### src/rtl/bsc_pkg.sv
`timescale 1ns / 1ps
// shared types and constants of the bijective base-k string counter
// no dependencies

package bsc_pkg;

	// sizes fixed by the field widths
	localparam int MAX_LEN_DEF   = 16;
	localparam int MAX_CHARSET   = 56;
	localparam int DIGIT_W       = 6;
	localparam int CHAR_W        = 8;
	localparam int CS_WORDS      = 7;
	localparam int CS_WORD_W     = 64;
	localparam int CFG_IDX_W     = 3;
	localparam int START_LEN_W   = 5;
	localparam int AMOUNT_W      = 32;
	localparam int POSITION_W    = 4;
	localparam int STR_LEN_W     = 5;

	// running carry: amount plus one stale digit per position stays below 2^33
	localparam int N_W           = 33;
	localparam int DIV_BITS      = 3;
	localparam int DIV_STEPS     = N_W / DIV_BITS;
	localparam int DIV_CNT_W     = $clog2(DIV_STEPS);

	// request codes
	localparam logic REQ_START   = 1'b0;
	localparam logic REQ_ADVANCE = 1'b1;

	// register indexes
	localparam logic [CFG_IDX_W-1:0] CFG_CHARSET_SIZE = 3'd0;
	localparam logic [CFG_IDX_W-1:0] CFG_WORD_BASE    = 3'd1;

	localparam logic [DIGIT_W-1:0] CHARSET_SIZE_RST = 6'd26;

	typedef struct packed {
		logic busy;
		logic done;
	} div_stat_t;

	typedef struct packed {
		logic clear;
		logic we;
	} dig_cmd_t;

endpackage

### src/rtl/bsc_div.sv
`timescale 1ns / 1ps
// shared divider: running carry divided by the radix, DIV_BITS quotient bits a cycle
// depends on bsc_pkg

module bsc_div (
	input  logic                            clk,
	input  logic                            arst_n,
	input  logic                            start,
	input  logic [bsc_pkg::N_W-1:0]         dividend,
	input  logic [bsc_pkg::DIGIT_W-1:0]     divisor,
	output bsc_pkg::div_stat_t              stat,
	output logic [bsc_pkg::N_W-1:0]         quot,
	output logic [bsc_pkg::DIGIT_W-1:0]     rem
);
	import bsc_pkg::*;

	logic                 busy_q;
	logic                 done_q;
	logic [DIV_CNT_W-1:0] cnt_q;
	logic [N_W-1:0]       sh_q;
	logic [DIGIT_W-1:0]   rem_q;
	logic [DIGIT_W-1:0]   div_q;

	logic [DIGIT_W-1:0]   rem_nx;
	logic [DIV_BITS-1:0]  qbits;

	// dividend bits leave at the top, quotient bits enter at the bottom
	always_comb begin
		logic [DIGIT_W:0] t;
		rem_nx = rem_q;
		qbits  = '0;
		for (int b = 0; b < DIV_BITS; b++) begin
			t = {rem_nx, sh_q[N_W-1-b]};
			if (t >= {1'b0, div_q}) begin
				t = t - {1'b0, div_q};
				qbits[DIV_BITS-1-b] = 1'b1;
			end
			rem_nx = t[DIGIT_W-1:0];
		end
	end

	always_ff @(posedge clk or negedge arst_n) begin
		if (!arst_n) begin
			busy_q <= 1'b0;
			done_q <= 1'b0;
			cnt_q  <= '0;
		end else begin
			done_q <= 1'b0;
			if (start) begin
				busy_q <= 1'b1;
				cnt_q  <= '0;
			end else if (busy_q) begin
				cnt_q <= cnt_q + DIV_CNT_W'(1);
				if (cnt_q == DIV_CNT_W'(DIV_STEPS - 1)) begin
					busy_q <= 1'b0;
					done_q <= 1'b1;
				end
			end
		end
	end

	always_ff @(posedge clk) begin
		if (start) begin
			sh_q  <= dividend;
			rem_q <= '0;
			div_q <= divisor;
		end else if (busy_q) begin
			sh_q  <= {sh_q[N_W-DIV_BITS-1:0], qbits};
			rem_q <= rem_nx;
		end
	end

	assign stat.busy = busy_q;
	assign stat.done = done_q;
	assign quot      = sh_q;
	assign rem       = rem_q;

endmodule

### src/rtl/bsc_digits.sv
`timescale 1ns / 1ps
// digit store, least significant digit at index 0; entries without a valid bit read as zero
// depends on bsc_pkg

module bsc_digits #(
	parameter int DEPTH = bsc_pkg::MAX_LEN_DEF,
	parameter int IDX_W = (DEPTH > 1) ? $clog2(DEPTH) : 1
) (
	input  logic                        clk,
	input  logic                        arst_n,
	input  bsc_pkg::dig_cmd_t           cmd,
	input  logic [IDX_W-1:0]            waddr,
	input  logic [bsc_pkg::DIGIT_W-1:0] wdata,
	input  logic [IDX_W-1:0]            raddr,
	output logic [bsc_pkg::DIGIT_W-1:0] rdata
);
	import bsc_pkg::*;

	logic [DEPTH-1:0]   valid_q;
	logic [DIGIT_W-1:0] mem_q [DEPTH];

	always_ff @(posedge clk or negedge arst_n) begin
		if (!arst_n) begin
			valid_q <= '0;
		end else if (cmd.clear) begin
			valid_q <= '0;
		end else if (cmd.we) begin
			valid_q[waddr] <= 1'b1;
		end
	end

	always_ff @(posedge clk) begin
		if (cmd.we) begin
			mem_q[waddr] <= wdata;
		end
	end

	assign rdata = valid_q[raddr] ? mem_q[raddr] : '0;

endmodule

### src/rtl/bijective_base_k_string_counter.sv
`timescale 1ns / 1ps
// Candidate string counter: a start request goes straight to output, while an advance request
// walks the digits from the least significant, finishing each directly while its running sum
// stays below the radix and otherwise through the shared 3-bit-per-cycle divider (11 steps);
// the string then leaves one character per beat. One item is worked at a time.
// depends on bsc_pkg, bsc_div, bsc_digits

module bijective_base_k_string_counter #(
	parameter int MAX_LEN = bsc_pkg::MAX_LEN_DEF
) (
	input  logic                               clk,
	input  logic                               arst_n,
	// request channel
	input  logic                               in_valid,
	output logic                               in_stall,
	input  logic                               req_type,
	input  logic [bsc_pkg::AMOUNT_W-1:0]       amount,
	input  logic [bsc_pkg::START_LEN_W-1:0]    start_length,
	// character channel
	output logic                               out_valid,
	input  logic                               out_stall,
	output logic [bsc_pkg::POSITION_W-1:0]     position,
	output logic [bsc_pkg::CHAR_W-1:0]         char_code,
	output logic [bsc_pkg::DIGIT_W-1:0]        digit_value,
	output logic [bsc_pkg::STR_LEN_W-1:0]      string_length,
	output logic                               overflow,
	output logic                               last,
	// register writes
	input  logic                               cfg_valid,
	output logic                               cfg_ready,
	input  logic [bsc_pkg::CFG_IDX_W-1:0]      cfg_index,
	input  logic [bsc_pkg::CS_WORD_W-1:0]      cfg_data
);
	import bsc_pkg::*;

	localparam int LEN_W = $clog2(MAX_LEN + 1);
	localparam int IDX_W = (MAX_LEN > 1) ? $clog2(MAX_LEN) : 1;

	typedef enum logic [3:0] {
		ST_IDLE = 4'b0001,
		ST_ADD  = 4'b0010,
		ST_DIV  = 4'b0100,
		ST_EMIT = 4'b1000
	} state_t;

	// registers
	logic [DIGIT_W-1:0]   cs_size_q;
	logic [CS_WORD_W-1:0] cs_word_q [CS_WORDS];

	// sequencer state
	state_t             state_q, state_d;
	logic [LEN_W-1:0]   len_q, len_d;
	logic               ovf_q, ovf_d;
	logic [N_W-1:0]     n_q, n_d;
	logic [IDX_W-1:0]   j_q, j_d;
	logic               fresh_q, fresh_d;
	logic [IDX_W-1:0]   i_q, i_d;

	// output register
	logic                  out_valid_q;
	logic [POSITION_W-1:0] position_q;
	logic [CHAR_W-1:0]     char_q;
	logic [DIGIT_W-1:0]    digit_q;
	logic [STR_LEN_W-1:0]  slen_q;
	logic                  ovf_out_q;
	logic                  last_q;

	logic [DIGIT_W-1:0] radix;
	logic [LEN_W-1:0]   start_len;
	logic [IDX_W-1:0]   emit_addr;
	logic [IDX_W-1:0]   rd_addr;
	logic [DIGIT_W-1:0] rd_digit;
	logic [DIGIT_W-1:0] add_digit;
	logic [N_W-1:0]     sum;
	logic               is_first;
	logic               emit_last;
	logic [CHAR_W-1:0]  rd_char;

	logic               fin;
	logic [DIGIT_W-1:0] fin_r;
	logic [N_W-1:0]     fin_q;
	logic               div_go;
	logic               emit_ld;

	div_stat_t          div_stat;
	logic [N_W-1:0]     div_quot;
	logic [DIGIT_W-1:0] div_rem;
	dig_cmd_t           dig_cmd;

	// register writes
	assign cfg_ready = 1'b1;

	always_ff @(posedge clk or negedge arst_n) begin
		if (!arst_n) begin
			cs_size_q <= CHARSET_SIZE_RST;
			for (int w = 0; w < CS_WORDS; w++) begin
				cs_word_q[w] <= '0;
			end
		end else if (cfg_valid && cfg_ready) begin
			if (cfg_index == CFG_CHARSET_SIZE) begin
				cs_size_q <= cfg_data[DIGIT_W-1:0];
			end else begin
				cs_word_q[cfg_index - CFG_WORD_BASE] <= cfg_data;
			end
		end
	end

	// radix 0 counts as 1, too large clamps
	always_comb begin
		if (cs_size_q == '0) begin
			radix = DIGIT_W'(1);
		end else if (int'(cs_size_q) > MAX_CHARSET) begin
			radix = DIGIT_W'(MAX_CHARSET);
		end else begin
			radix = cs_size_q;
		end
	end

	always_comb begin
		if (start_length == '0) begin
			start_len = LEN_W'(1);
		end else if (int'(start_length) > MAX_LEN) begin
			start_len = LEN_W'(MAX_LEN);
		end else begin
			start_len = LEN_W'(start_length);
		end
	end

	// string position i lives at index len-1-i
	assign emit_addr = IDX_W'(len_q - LEN_W'(1) - LEN_W'(i_q));
	assign rd_addr   = (state_q == ST_EMIT) ? emit_addr : j_q;
	assign add_digit = fresh_q ? '0 : rd_digit;
	assign sum       = N_W'(add_digit) + n_q;
	assign is_first  = (LEN_W'(j_q) == len_q - LEN_W'(1));
	assign emit_last = (LEN_W'(i_q) == len_q - LEN_W'(1));

	always_comb begin
		if (int'(rd_digit) < MAX_CHARSET) begin
			rd_char = cs_word_q[rd_digit[DIGIT_W-1:3]][{rd_digit[2:0], 3'b000} +: CHAR_W];
		end else begin
			rd_char = '0;
		end
	end

	bsc_div u_div (
		.clk      (clk),
		.arst_n   (arst_n),
		.start    (div_go),
		.dividend (sum),
		.divisor  (radix),
		.stat     (div_stat),
		.quot     (div_quot),
		.rem      (div_rem)
	);

	bsc_digits #(
		.DEPTH (MAX_LEN),
		.IDX_W (IDX_W)
	) u_digits (
		.clk    (clk),
		.arst_n (arst_n),
		.cmd    (dig_cmd),
		.waddr  (j_q),
		.wdata  (fin_r),
		.raddr  (rd_addr),
		.rdata  (rd_digit)
	);

	always_comb begin
		state_d = state_q;
		len_d   = len_q;
		ovf_d   = ovf_q;
		n_d     = n_q;
		j_d     = j_q;
		fresh_d = fresh_q;
		i_d     = i_q;
		fin     = 1'b0;
		fin_r   = div_rem;
		fin_q   = div_quot;
		div_go  = 1'b0;
		emit_ld = 1'b0;
		dig_cmd = '0;

		unique case (state_q)
			ST_IDLE: begin
				if (in_valid) begin
					i_d = '0;
					if (req_type == REQ_START) begin
						len_d         = start_len;
						ovf_d         = 1'b0;
						dig_cmd.clear = 1'b1;
						state_d       = ST_EMIT;
					end else begin
						n_d     = N_W'(amount);
						j_d     = '0;
						fresh_d = 1'b0;
						state_d = (amount == '0) ? ST_EMIT : ST_ADD;
					end
				end
			end
			ST_ADD: begin
				// sum already below the radix: no division needed
				if (sum < N_W'(radix)) begin
					fin   = 1'b1;
					fin_r = sum[DIGIT_W-1:0];
					fin_q = '0;
				end else begin
					div_go  = 1'b1;
					state_d = ST_DIV;
				end
			end
			ST_DIV: begin
				fin = div_stat.done;
			end
			ST_EMIT: begin
				if (!out_valid_q || !out_stall) begin
					emit_ld = 1'b1;
					i_d     = i_q + IDX_W'(1);
					if (emit_last) begin
						state_d = ST_IDLE;
					end
				end
			end
			default: begin
				state_d = ST_IDLE;
			end
		endcase

		if (fin) begin
			dig_cmd.we = 1'b1;
			if (is_first && fin_q != '0) begin
				if (len_q >= LEN_W'(MAX_LEN)) begin
					// no room to grow: drop the carry
					ovf_d   = 1'b1;
					state_d = ST_EMIT;
				end else begin
					// new leading digit starts at zero and takes carry minus one
					len_d   = len_q + LEN_W'(1);
					n_d     = fin_q - N_W'(1);
					j_d     = j_q + IDX_W'(1);
					fresh_d = 1'b1;
					state_d = (fin_q == N_W'(1)) ? ST_EMIT : ST_ADD;
				end
			end else begin
				n_d     = fin_q;
				j_d     = j_q + IDX_W'(1);
				fresh_d = 1'b0;
				state_d = (fin_q == '0) ? ST_EMIT : ST_ADD;
			end
		end
	end

	always_ff @(posedge clk or negedge arst_n) begin
		if (!arst_n) begin
			state_q <= ST_IDLE;
			len_q   <= LEN_W'(1);
			ovf_q   <= 1'b0;
			n_q     <= '0;
			j_q     <= '0;
			fresh_q <= 1'b0;
			i_q     <= '0;
		end else begin
			state_q <= state_d;
			len_q   <= len_d;
			ovf_q   <= ovf_d;
			n_q     <= n_d;
			j_q     <= j_d;
			fresh_q <= fresh_d;
			i_q     <= i_d;
		end
	end

	// output beat register
	always_ff @(posedge clk or negedge arst_n) begin
		if (!arst_n) begin
			out_valid_q <= 1'b0;
		end else if (emit_ld) begin
			out_valid_q <= 1'b1;
		end else if (!out_stall) begin
			out_valid_q <= 1'b0;
		end
	end

	always_ff @(posedge clk) begin
		if (emit_ld) begin
			position_q <= POSITION_W'(i_q);
			char_q     <= rd_char;
			digit_q    <= rd_digit;
			slen_q     <= STR_LEN_W'(len_q);
			ovf_out_q  <= ovf_q;
			last_q     <= emit_last;
		end
	end

	assign in_stall      = (state_q != ST_IDLE);
	assign out_valid     = out_valid_q;
	assign position      = position_q;
	assign char_code     = char_q;
	assign digit_value   = digit_q;
	assign string_length = slen_q;
	assign overflow      = ovf_out_q;
	assign last          = last_q;

	// divider only works and reports back while the sequencer waits for it
	a_div_done_in_div: assert property (@(posedge clk) disable iff (!arst_n)
		(div_stat.busy || div_stat.done) |-> state_q == ST_DIV)
		else $error("divider active outside wait state");

	// overflow may only appear on a full-length string
	a_ovf_full: assert property (@(posedge clk) disable iff (!arst_n)
		$rose(ovf_q) |-> len_q == LEN_W'(MAX_LEN))
		else $error("overflow raised below maximum length");

	// during an advance the string grows by at most one digit a cycle
	a_len_step: assert property (@(posedge clk) disable iff (!arst_n)
		(state_q == ST_ADD || state_q == ST_DIV) |=>
		(len_q == $past(len_q) || len_q == $past(len_q) + LEN_W'(1)))
		else $error("string length jumped");

endmodule

### config.mk
export PLATFORM = sky130hd
export DESIGN_NAME = bijective_base_k_string_counter
export DESIGN_NICKNAME = d
export VERILOG_FILES = /design/src/rtl/bsc_pkg.sv /design/src/rtl/bsc_div.sv /design/src/rtl/bsc_digits.sv /design/src/rtl/bijective_base_k_string_counter.sv
export SDC_FILE = /design/constraint.sdc
export NUM_CORES = 1
export LEC_CHECK = 0
export BUFFER_PORTS_ARGS = -buffer_cell sky130_fd_sc_hd__buf_2
export CAP_MARGIN = 20
export CORE_ASPECT_RATIO = 0.9
export CORE_MARGIN = 3
export CORE_UTILIZATION = 40
export CTS_CLUSTER_DIAMETER = 60
export CTS_CLUSTER_SIZE = 25
export DETAILED_ROUTE_END_ITERATION = 6
export SYNTH_ARGS = -nofsm -noshare
export SYNTH_HDL_FRONTEND = slang
export SYNTH_SLANG_ARGS = --single-unit
### constraint.sdc
create_clock -name clk -period 12.1 [get_ports clk]
set_input_delay 1.21 -clock clk [delete_from_list [all_inputs] [get_ports clk]]
set_output_delay 1.21 -clock clk [all_outputs]
set_load 0.05 [all_outputs]
# Word-level counts from Yosys, hierarchy flattened
# Memories as Yosys holds them, arrays and structs flattened.
# Cells that the tools add are included.
[word_totals] register_bits=599 latch_bits=0 ram_bits=96 romBits=0 output_inout_bits=28 mem_count=1
[mem_list] memory="u_digits.mem_q" depth=16 width=6 rd=1 rd_ports_with_merged_regs=0 write_ports=1 line_no="bsc_digits.sv:20" text="logic [DIGIT_W-1:0] mem_q [DEPTH];"
[op_classes] add_sub_neg=12 mul=0 n_div=0 magnitude_cmp=14 n_eq_ne=17 shift=1 mux=98 bitwise=4 reduce_logical=19
[op_table] cell="448-bit bitwise mux" count=1
[op_table] cell="33-bit two-way mux" count=10
[op_table] cell="64-bit binary-select mux with 3-bit select" count=1
[op_table] cell="64-bit demux with 3-bit select" count=1
[op_table] cell="64-bit two-way mux" count=3
[op_table] cell="4-bit two-way mux" count=22
[op_table] cell="64-bit by 7-bit indexed part select with 8-bit output" count=1
[op_table] cell="6-bit two-way mux" count=9
[op_table] cell="5-bit two-way mux" count=8
[op_table] cell="1-bit two-way mux" count=36
[op_table] cell="6-bit by 33-bit adder with 33-bit output" count=1
[op_table] cell="33-bit by 1-bit equality test with 1-bit output (second input constant)" count=1
[op_table] cell="33-bit zero test" count=1
[op_table] cell="33-bit by 6-bit less-than comparator with 1-bit output" count=1
[op_table] cell="33-bit nonzero test" count=1
[op_table] cell="33-bit by 1-bit subtractor with 33-bit output (second input constant)" count=1
[op_table] cell="32-bit zero test" count=1
[op_table] cell="16-bit two-way mux" count=2
[op_table] cell="7-bit by 6-bit >= comparator with 1-bit output" count=3
[op_table] cell="6-bit subtractor" count=3
[op_table] cell="16-bit bitwise OR" count=1
[op_table] cell="4-bit case mux with 4 select lines" count=1
[op_table] cell="4-bit by 1-bit adder with 4-bit output (second input constant)" count=3
[op_table] cell="4-bit by 5-bit equality test with 1-bit output" count=2
[op_table] cell="other kinds (37)" count=51

# Longest topological paths before layout
# Gate-level depths: netlist of run 1.
[depth] ltp_word=16 ltp_mapped=38

# Modules after synthesis
# From an unflattened synthesis of run 1, not the netlist that was laid out.
[hier_totals] cells_unflattened=2583 hier_area_um2=34398.0
[by_module_without_submodules] module="bijective_base_k_string_counter" instances=1 cells_each=2097 area_per_inst_um2=26915.8 seq_area_each_um2=13444.1
[by_module_without_submodules] module="bsc_digits" instances=1 cells_each=230 area_per_inst_um2=4398.0 seq_area_each_um2=3283.1
[by_module_without_submodules] module="bsc_div" instances=1 cells_each=256 area_per_inst_um2=3084.2 seq_area_each_um2=1441.4

# Worst setup path before layout of run 1
# No wires, ideal clock.
[synth_timing] kind="reg2reg" start="register len_q[0]" end="register n_q[1]" setup_ns=0.146 arrival_time_ns=8.658 required_time_ns=11.954 slack_ns=3.296 path_stages_with_launch=37 n_path_buf=8 synth_period_minus_slack_ns=8.804 cell_sequence="dfstp_2 -> inv_1 -> ha_1 -> fa_1 -> mux2i_1 -> buf_2 -> buf_2 -> clkbuf_1 -> a21oi_1 -> a22oi_1 -> mux2i_1 -> mux2_2 -> or3_1 -> inv_1 -> ha_1 -> a21o_1 -> a21oi_1 -> xnor2_1 -> ha_1 -> o211ai_1 -> a21oi_1 -> a2111oi_0 -> o21bai_1 -> or4_1 -> or4b_1 -> buf_2 -> clkbuf_1 -> nand2_1 -> ha_1 -> clkbuf_1 -> nand3_1 -> o21ai_0 -> clkbuf_1 -> a21oi_1 -> a21oi_1 -> clkbuf_1 -> o221ai_1"
[synth_between] elab_chain_cells=15 elab_cells_between_ends=22 classes_between="add/sub: 4; order compare: 2; eq/ne: 1; mux: 12; reduce/logical: 2; memory: 1"
[synth_rtl] item="from (decl)" line_no="bijective_base_k_string_counter.sv:52" text="logic [LEN_W-1:0] len_q, len_d;"
[synth_rtl] item="from (signal assigned)" line_no="bijective_base_k_string_counter.sv:264" text="len_q <= len_d;"
[synth_rtl] item="5-bit by 1-bit subtractor with 5-bit output" line_no="bijective_base_k_string_counter.sv:134" text="assign is_first = (LEN_W'(j_q) == len_q - LEN_W'(1));"
[synth_rtl] item="4-bit subtractor" line_no="bijective_base_k_string_counter.sv:130" text="assign emit_addr = IDX_W'(len_q - LEN_W'(1) - LEN_W'(i_q));"
[synth_rtl] item="4-bit two-way mux" line_no="bijective_base_k_string_counter.sv:131" text="assign rd_addr = (state_q == ST_EMIT) ? emit_addr : j_q;"
[synth_rtl] item="1-bit binary-select mux with 4-bit select" line_no="bsc_digits.sv:38" text="assign rdata = valid_q[raddr] ? mem_q[raddr] : '0;"
[synth_rtl] item="1-bit two-way mux (implied by the code)" line_no="bsc_digits.sv:38"
[synth_rtl] item="6-bit two-way mux" line_no="bsc_digits.sv:38"
[synth_rtl] item="6-bit two-way mux" line_no="bijective_base_k_string_counter.sv:132" text="assign add_digit = fresh_q ? '0 : rd_digit;"
[synth_rtl] item="6-bit by 33-bit adder with 33-bit output" line_no="bijective_base_k_string_counter.sv:133" text="assign sum = N_W'(add_digit) + n_q;"
[synth_rtl] item="33-bit by 6-bit less-than comparator with 1-bit output" line_no="bijective_base_k_string_counter.sv:203" text="if (sum < N_W'(radix)) begin"
[synth_rtl] item="33-bit two-way mux" line_no="bijective_base_k_string_counter.sv:203"
[synth_rtl] item="33-bit two-way mux" line_no="bijective_base_k_string_counter.sv:184" text="unique case (state_q)"
[synth_rtl] item="33-bit by 1-bit subtractor with 33-bit output / 33-bit nonzero test (equally long branches)" line_no="bijective_base_k_string_counter.sv:239, bijective_base_k_string_counter.sv:231"
[synth_rtl] item="33-bit two-way mux / 1-bit logical AND (equally long branches)" line_no="bijective_base_k_string_counter.sv:232, bijective_base_k_string_counter.sv:231"
[synth_rtl] item="33-bit two-way mux" line_no="bijective_base_k_string_counter.sv:231" text="if (is_first && fin_q != '0) begin"
[synth_rtl] item="33-bit two-way mux *" line_no="bijective_base_k_string_counter.sv:229" text="if (fin) begin"
[synth_rtl] item="via n_d[1]" line_no="bijective_base_k_string_counter.sv:54" text="logic [N_W-1:0] n_q, n_d;"
[synth_rtl] item="to (signal assigned)" line_no="bijective_base_k_string_counter.sv:266" text="n_q <= n_d;"
[synth_rtl] item="to (decl)" line_no="bijective_base_k_string_counter.sv:54"
# Mark *: on every way through the listed nets, which the timed path passes. The rest lies on a longest branch. The select of a mux whose other input is x is not followed.
# A chain may end at the register's enable or synchronous reset.

# Final worst setup path of run 1
[layout_timing] start="register len_q[0]" end="register n_q[17]"
# Same word-level chain as after synthesis.

==> key figures, run 1 <==
Logic synthesis
  • Number of distinct library cells after synthesis: 95
  • Share of the synthesized area in the top cell type: 37.4%
  • Cell count after synthesis: around 3,000
  • Syn Std Cell Area: around 35,000 sq um
  • Yosys Warn Count: 0
  • Flops & latches, synth: approximately 700
  • Number of nets in the synthesized netlist: 3,100
  • Library cell occupying the most area in the post-synthesis netlist: dfrtp_1
  • Post-Syn Area per Cell: between 10 and 15 sq um
  • Largest cells by area after synthesis: dfrtp_1 37%, mux2_2 15%, edfxtp_1 14%
  • Sequential element share of the synthesized area: between 50% and 60%
  • Number of flops mapped to enable cells by yosys: 160
  • Top FF cell, synth: dfrtp_1
  • Share of synthesized registers carrying an async set or reset: approximately three quarters

Die
  • Number of rows created at floorplan: a little over 100
  • Die ar.: slightly above 90,000 sq um
  • Die X: 318 microns
  • Starting density of the core: 40.5%
  • Placeable core region: 86,400 sq um
  • Count of pins on the block boundary: around 140
  • Vert. Die Dim: 287 microns

Power
  • Largest voltage drop on the vdd net: about 0.00016 V
  • Power Dens Cells: around 270 nW/um^2
  • Leakage component of the power: ~16 nW

CTS
  • Bufs on Longest Clock Path: 3
  • Clock sinks: a little under 700
  • Clock-pin transition on the worst setup and hold timing paths: ~0.08 ns
  • Clk_lat worst skew: between 0.6 and 0.7 ns
  • # Post-CTS Setup Buffers: 0
  • H-tree levels: 2
  • Post-cts gate resize count: 0
  • Num CTS Buffers: 57
  • Post-cts hold buffer count: 0
  • Clock tree from TritonCTS: yes
  • Library cell used as clock root buffer: clkbuf_16

Timing
  • RSZ-0062 raised after global routing: no
  • Fin crit period: about 11 ns
  • Worst Max-Slew Pin Slew: roughly 1 ns
  • Final Cycle Share: 88.0%
  • Worst Clk Skew: about 0.045 ns
  • Total negative slack for setup checks: 0 ns
  • Peak Freq: roughly 94 MHz
  • # setup viols final: 0
  • Final hold violation count: 0
  • Number of pins with negative max-slew slack in the final report: 0
  • Relative slew slack: about a third

Global routing
  • GRT Residual Overflow: 0
  • Pin count of the biggest net entering global routing: between 100 and 150
  • Via count of the first global-routing pass: about 26,000
  • Global-route wire length before repair: 164,000 microns
  • Antenna violations before repair: 23
  • Global-route usage over all layers: roughly 23%

Cells and area
  • Nets@finish: between 3,000 and 4,000
  • Fraction of layout instances using a drive strength above 1: roughly 28%
  • Synthesis-to-finish area growth: 11.3%
  • Finished Cell Area: slightly below 40,000 sq um
  • Filler cell count: roughly 7,900

Setup path
  • Crit Path Max Fanout: 18
  • Most common cell type on the critical path: ha_1
  • Crit path kind: flip-flop to flip-flop
  • Type of element capturing the critical path: flip-flop
  • Slowest stage delay, CP: approximately 0.91 ns
  • Endpoint arrival time on the critical path: ~11 ns
  • Cell depth of the worst flop-to-flop path: 31
  • Worst EP required: around 13 ns
  • Cell with the largest stage delay on the worst path: or4b_1
  • Critical path launch point type: flip-flop

Detailed routing
  • Number of antenna-violating nets in the routed design: 0
  • DRC violation total after the first TritonRoute iteration: 2,649
  • Drc violations: 0
  • Average wire per cell in the routed design: around 26 microns
  • Number of search-and-repair iterations in the first detailed-routing pass: 6
  • Via count: approximately 26,000
  • Total routed wirelength: 108,000 microns
  • Vias per inst: 6.07

Placement
  • PortBufs: 136
  • DP Area: 36,900 sq um
  • Half-perimeter wire length after placement: 72,700 microns
  • RePlAce Congestion: between 0.9 and 1

Hold path
  • Worst min-delay path class: flip-flop to flip-flop
  • Count of cells along the worst hold path: 1

Status
  • Outcome: finished clean

Job
  • Max_cap viols: 0
## worst max-delay path: cells and delay by family, from the launching register on
family | cells | cell delay (ns)
fa+ha+maj | 5 | 1.57
compound gates | 9 | 1.91
flops | 1 | 0.63
buf+inv | 4 | 0.49
xor+xnor | 2 | 0.49
mux | 2 | 0.77
simple gates | 9 | 4.61
## registers in the layout, indices dropped and copies added (netlist names), 5 cells and up
signal / flops
n_q: 33
u_div.quot: 33
len_q: 5
char_code: 8
cs_size_q: 6
u_digits.mem_q: 96
digit_value: 6
u_div.div_q: 6
u_div.rem: 6
u_digits.valid_q: 16
cs_word_q: 448
string_length: 5
## metal layers
metal,up-vias,global-route usage [%],wire [microns]
li1,11159,-,-
met1,13294,33.4,48800
met2,973,36.5,49300
met3,147,4.18,7930
met4,12,5.20,2210
met5,-,0,84
## per-stage QoR
step / util (%) / setup slack (ns) / hold WS, ns / std cells / power, mW
detailed placement: 42.7 / 1.54 / 0.491 / 4099 / 8.51
global route: 45.1 / 0.811 / 0.515 / 4208 / 11.1
global placement: 42.7 / 1.78 / 0.473 / 4097 / 8.38
floorplan: - / 3.30 / 0.423 / 2939 / 7.00
CTS: 45.1 / 1.50 / 0.509 / 4207 / 10.5
finish: 45.1 / 1.45 / 0.507 / 4215 / 10.5
## layout make-up
type	instances	area, sq um	share of cell area (%)
Clock buffer	63	1520	3.90
Timing Repair Buffer	194	1140	2.93
Inverter	64	240	0.616
Antenna cell	8	20.0	0.0513
Sequential cell	695	18200	46.6
Tap cell	1144	1430	3.67
Clock inverter	45	515	1.32
Multi-Input combinational cell	2002	15900	40.9
## cells in the final DEF (no fill, tap or decap), drive strengths merged, types with 21 or more instances in the layout
| master | count |
|---|---|
| buf | 194 |
| nor2 | 155 |
| mux2i | 158 |
| ha | 46 |
| clkbuf | 63 |
| o221ai | 56 |
| o22ai | 22 |
| edfxtp | 160 |
| a222oi | 50 |
| a21oi | 135 |
| dfrtp | 524 |
| nor3 | 45 |
| mux2 | 484 |
| xnor2 | 27 |
| nand3 | 62 |
| nor4 | 22 |
| inv | 84 |
| o21ai | 102 |
| nand2 | 239 |
| nand4 | 21 |
| and2 | 25 |
| xor2 | 31 |
## synthesized netlist by cell type (34+ instances only)
cell,count
nand2_1,237
o21ai_0,94
inv_1,62
nor3_1,44
dfrtp_1,524
clkbuf_1,117
o221ai_1,56
ha_1,46
mux2_2,482
mux2i_1,156
nand3_1,60
a222oi_1,50
buf_2,34
a21oi_1,132
nor2_1,155
edfxtp_1,160
## final timing paths
kind                                     start        endpoint  slack, ns
max in group asynchronous               arst_n         n_q[18]       8.95
worst max register to register        len_q[0]         n_q[17]       1.45
min in group asynchronous               arst_n  cs_word_q[339]       0.61
worst min register to register  cs_word_q[325]  cs_word_q[325]       0.51
worst max-delay path                  len_q[0]         n_q[17]       1.45
worst min-delay path            cs_word_q[325]  cs_word_q[325]       0.51
## cell families after synthesis
family          share of synthesized area (%)
flops                                    51.9
xor+xnor                                 1.45
mux                                      21.2
fa+ha+maj                                1.93
buf+inv                                  2.99
other cells                            0.0107
compound gates                           11.0
simple gates                             9.53
## report_power, final
group / internal [mW] / leakage (nW) / switching, mW
Sequential: 3.17 / 7.93 / 0.531
Combinational: 1.89 / 7.17 / 2.94
Clock: 0.990 / 0.987 / 1.00
Total: 6.04 / 16.1 / 4.48
No activity file was read; power rests on OpenSTA's default activity.
==> inputs of run 2 (changes only) <==
Settings changed: ABC_AREA from default to 1.
==> key figures, run 2 <==
CTS
  • Clock-pin transition on the worst setup and hold timing paths: approximately 0.080 ns
  • Num CTS Buffers: 56
  • Clock tree from TritonCTS: yes
  • Bufs on Longest Clock Path: 3
  • Library cell used as clock root buffer: clkbuf_16
  • Post-cts hold buffer count: 0
  • Clk_lat worst skew: roughly 0.69 ns
  • # Post-CTS Setup Buffers: 0
  • Clock sinks: 695
  • H-tree levels: 2
  • Post-cts gate resize count: 0

Setup path
  • Endpoint arrival time on the critical path: about 11 ns
  • Capture point of the critical path: n_q[11]
  • Worst EP required: roughly 13 ns
  • Worst flop-to-flop path endpoint: n_q[11]
  • Crit path kind: flip-flop to flip-flop
  • Cell with the largest stage delay on the worst path: nand2_4
  • Type of element capturing the critical path: flip-flop
  • Crit Path Max Fanout: 75
  • Slowest stage delay, CP: 0.67 ns
  • Critical path launch point type: flip-flop
  • Launching point of the worst reg2reg path: len_q[0]
  • Cell depth of the worst flop-to-flop path: around 40
  • Most common cell type on the critical path: nand2_1
  • Register-to-Register Setup Slack: around 2 ns
  • Worst setup path startpoint: len_q[0]

Logic synthesis
  • Dominant cell by count in the synthesized netlist: nand2_1
  • Largest cells by area after synthesis: dfrtp_1 36%, nand2_1 14%, edfxtp_1 13%
  • Share of synthesized registers carrying an async set or reset: between 70% and 80%
  • Number of nets in the synthesized netlist: approximately 4,800
  • Top FF cell, synth: dfrtp_1
  • Library cell occupying the most area in the post-synthesis netlist: dfrtp_1
  • Sequential element share of the synthesized area: between 40 and 50%
  • Flops & latches, synth: around 700
  • Number of flops mapped to enable cells by yosys: 160
  • Post-Syn Area per Cell: around 7.9 sq um
  • Cell count after synthesis: between 4,000 and 5,000
  • Syn Std Cell Area: roughly 37,000 sq um
  • Yosys Warn Count: 0
  • Share of the synthesized area in the top cell type: between 30% and 40%
  • Top cells by instance count after synthesis: 1,344 x nand2_1, 656 x o21ai_0, 531 x nand3_1
  • Number of distinct library cells after synthesis: 57

Timing
  • Peak Freq: roughly 99 MHz
  • Relative slew slack: 25.2%
  • Final hold violation count: 0
  • Worst Clk Skew: 0.0524 ns
  • Final Cycle Share: a little over four fifths
  • RSZ-0062 raised after global routing: no
  • Fin crit period: a little over 10 ns
  • Worst Max-Slew Pin Slew: ~1.1 ns
  • Total negative slack for setup checks: 0 ns
  • # setup viols final: 0
  • Number of pins with negative max-slew slack in the final report: 0

Power
  • Total power consumption of the routed design: 10.1 mW
  • Largest voltage drop on the vdd net: ~0.00017 V
  • Leakage component of the power: 18.9 nW
  • Power Dens Cells: ~250 nW/um^2

Detailed routing
  • Total routed wirelength: about 110,000 microns
  • DRC violation total after the first TritonRoute iteration: around 3,300
  • Number of search-and-repair iterations in the first detailed-routing pass: 5
  • Average wire per cell in the routed design: between 15 and 20 microns
  • Drc violations: 0
  • Vias per inst: roughly 5.3
  • Via count: about 31,000
  • Number of antenna-violating nets in the routed design: 0

Cells and area
  • Synthesis-to-finish area growth: 9.33%
  • Top library cells by usage in the layout, fill and taps aside: 1,334 x nand2_1, 650 x o21ai_0, 528 x nand3_1, 524 x dfrtp_1, 422 x inv_1
  • Fraction of layout instances using a drive strength above 1: under 10%
  • Registers with the most flip-flops: cs_word_q x448, u_digits.mem_q x96
  • Filler cell count: roughly 9,100
  • Most common cell after layout, fill and taps aside: nand2_1
  • Number of flip-flops under the largest register name: roughly 450
  • Largest reg by FF count: cs_word_q
  • Nets@finish: between 4,000 and 5,000

Global routing
  • Antenna violations before repair: 3
  • Via count of the first global-routing pass: about 29,000
  • Pin count of the biggest net entering global routing: between 100 and 150
  • GRT Residual Overflow: 0
  • Global-route usage over all layers: a little under a quarter
  • Global-route wire length before repair: around 180,000 microns

Die
  • Count of pins on the block boundary: approximately 140
  • Starting density of the core: between 40 and 50%
  • Die ar.: around 95,000 sq um
  • Die X: 324 microns
  • Vert. Die Dim: 293 microns
  • Placeable core region: between 80,000 and 90,000 sq um
  • Number of rows created at floorplan: approximately 100

Job
  • Max_cap viols: 0

Placement
  • PortBufs: 136
  • RePlAce Congestion: between 0.9 and 1
  • Half-perimeter wire length after placement: approximately 70,000 microns

Hold path
  • Worst min-delay path class: flip-flop to flip-flop

Status
  • Outcome: finished clean
## run 2: worst max-delay path, delay by kind of cell, from the launching register on
kind            cells  cell delay, ns
flops               1            0.60
compound gates      7            1.04
xor+xnor            1            0.22
buf+inv             6            1.37
simple gates       22            4.94
fa+ha+maj           5            1.68
## run 2: report_power, final
| group | internal [mW] | switching (mW) | leakage, nW |
|---|---|---|---|
| Combinational | 1.42 | 3.05 | 9.77 |
| Sequential | 3.10 | 0.542 | 8.20 |
| Clock | 1.00 | 1.02 | 0.955 |
| Total | 5.52 | 4.61 | 18.9 |
## run 2: area by class of cell
class                      count  area, sq um  area share (%)
sequential                   695        18200            45.5
timing repair buffer         182         1060            2.65
clock buffer                  59         1430            3.59
clock inverter                46          564            1.41
multi-input combinational   3195        15500            38.9
inverter                     433         1630            4.08
tap                         1219         1530            3.82
antenna                        2         5.00          0.0125
## run 2: routing by layer
layer / part of all wire, % / routed length, microns / up-vias / GRT usage [%]
met4: 2.1 / 2400 / 2 / 5.55
li1: - / - / 14986 / -
met5: 0.012 / 13 / - / 0
met1: 46 / 51800 / 14813 / 34.8
met2: 44 / 49100 / 1075 / 35.6
met3: 7.7 / 8650 / 148 / 3.34
## run 2: how the worst min path moves through the flow
stage,from,endpoint,slack [ns],cells after the start
floorplan,i_q[3],position[3],0.42,0
global placement,i_q[3],position[3],0.43,0
detailed placement,i_q[3],position[3],0.44,0
CTS,i_q[3],position[3],0.46,0
global route,i_q[3],position[3],0.48,0
finish,i_q[3],position[3],0.47,0
## run 2: logic make-up (layout without fill, tap and decap cells)
logic type                 Yosys count  in the layout  share of synthesized area [%]
and+or+nand+nor                   2287           2287                           27.3
AOI/OAI and AO/OA                  810            810                           11.9
buffers and inverters              715            720                           8.05
DFF                                695            695                           49.8
adders and majority gates           51             51                           1.85
xor gates and xnor gates            44             44                           1.08
muxes                                2              2                         0.0548
other                                1              3                         0.0103
## run 2: stage by stage
| step | setup slack, ns | util (%) | std cells | area, sq um | hold slack, ns |
|---|---|---|---|---|---|
| 2_1_floorplan | 4.83 | - | 4605 | 36500 | 0.425 |
| 3_3_place_gp | 2.22 | 42.1 | 5723 | 37900 | 0.434 |
| 3_5_place_dp | 2.01 | 42.1 | 5723 | 37900 | 0.438 |
| 4_1_cts | 1.97 | 44.4 | 5828 | 39900 | 0.465 |
| 5_1_grt | 1.01 | 44.4 | 5829 | 39900 | 0.477 |
| 6_report | 1.99 | 44.4 | 5831 | 39900 | 0.469 |
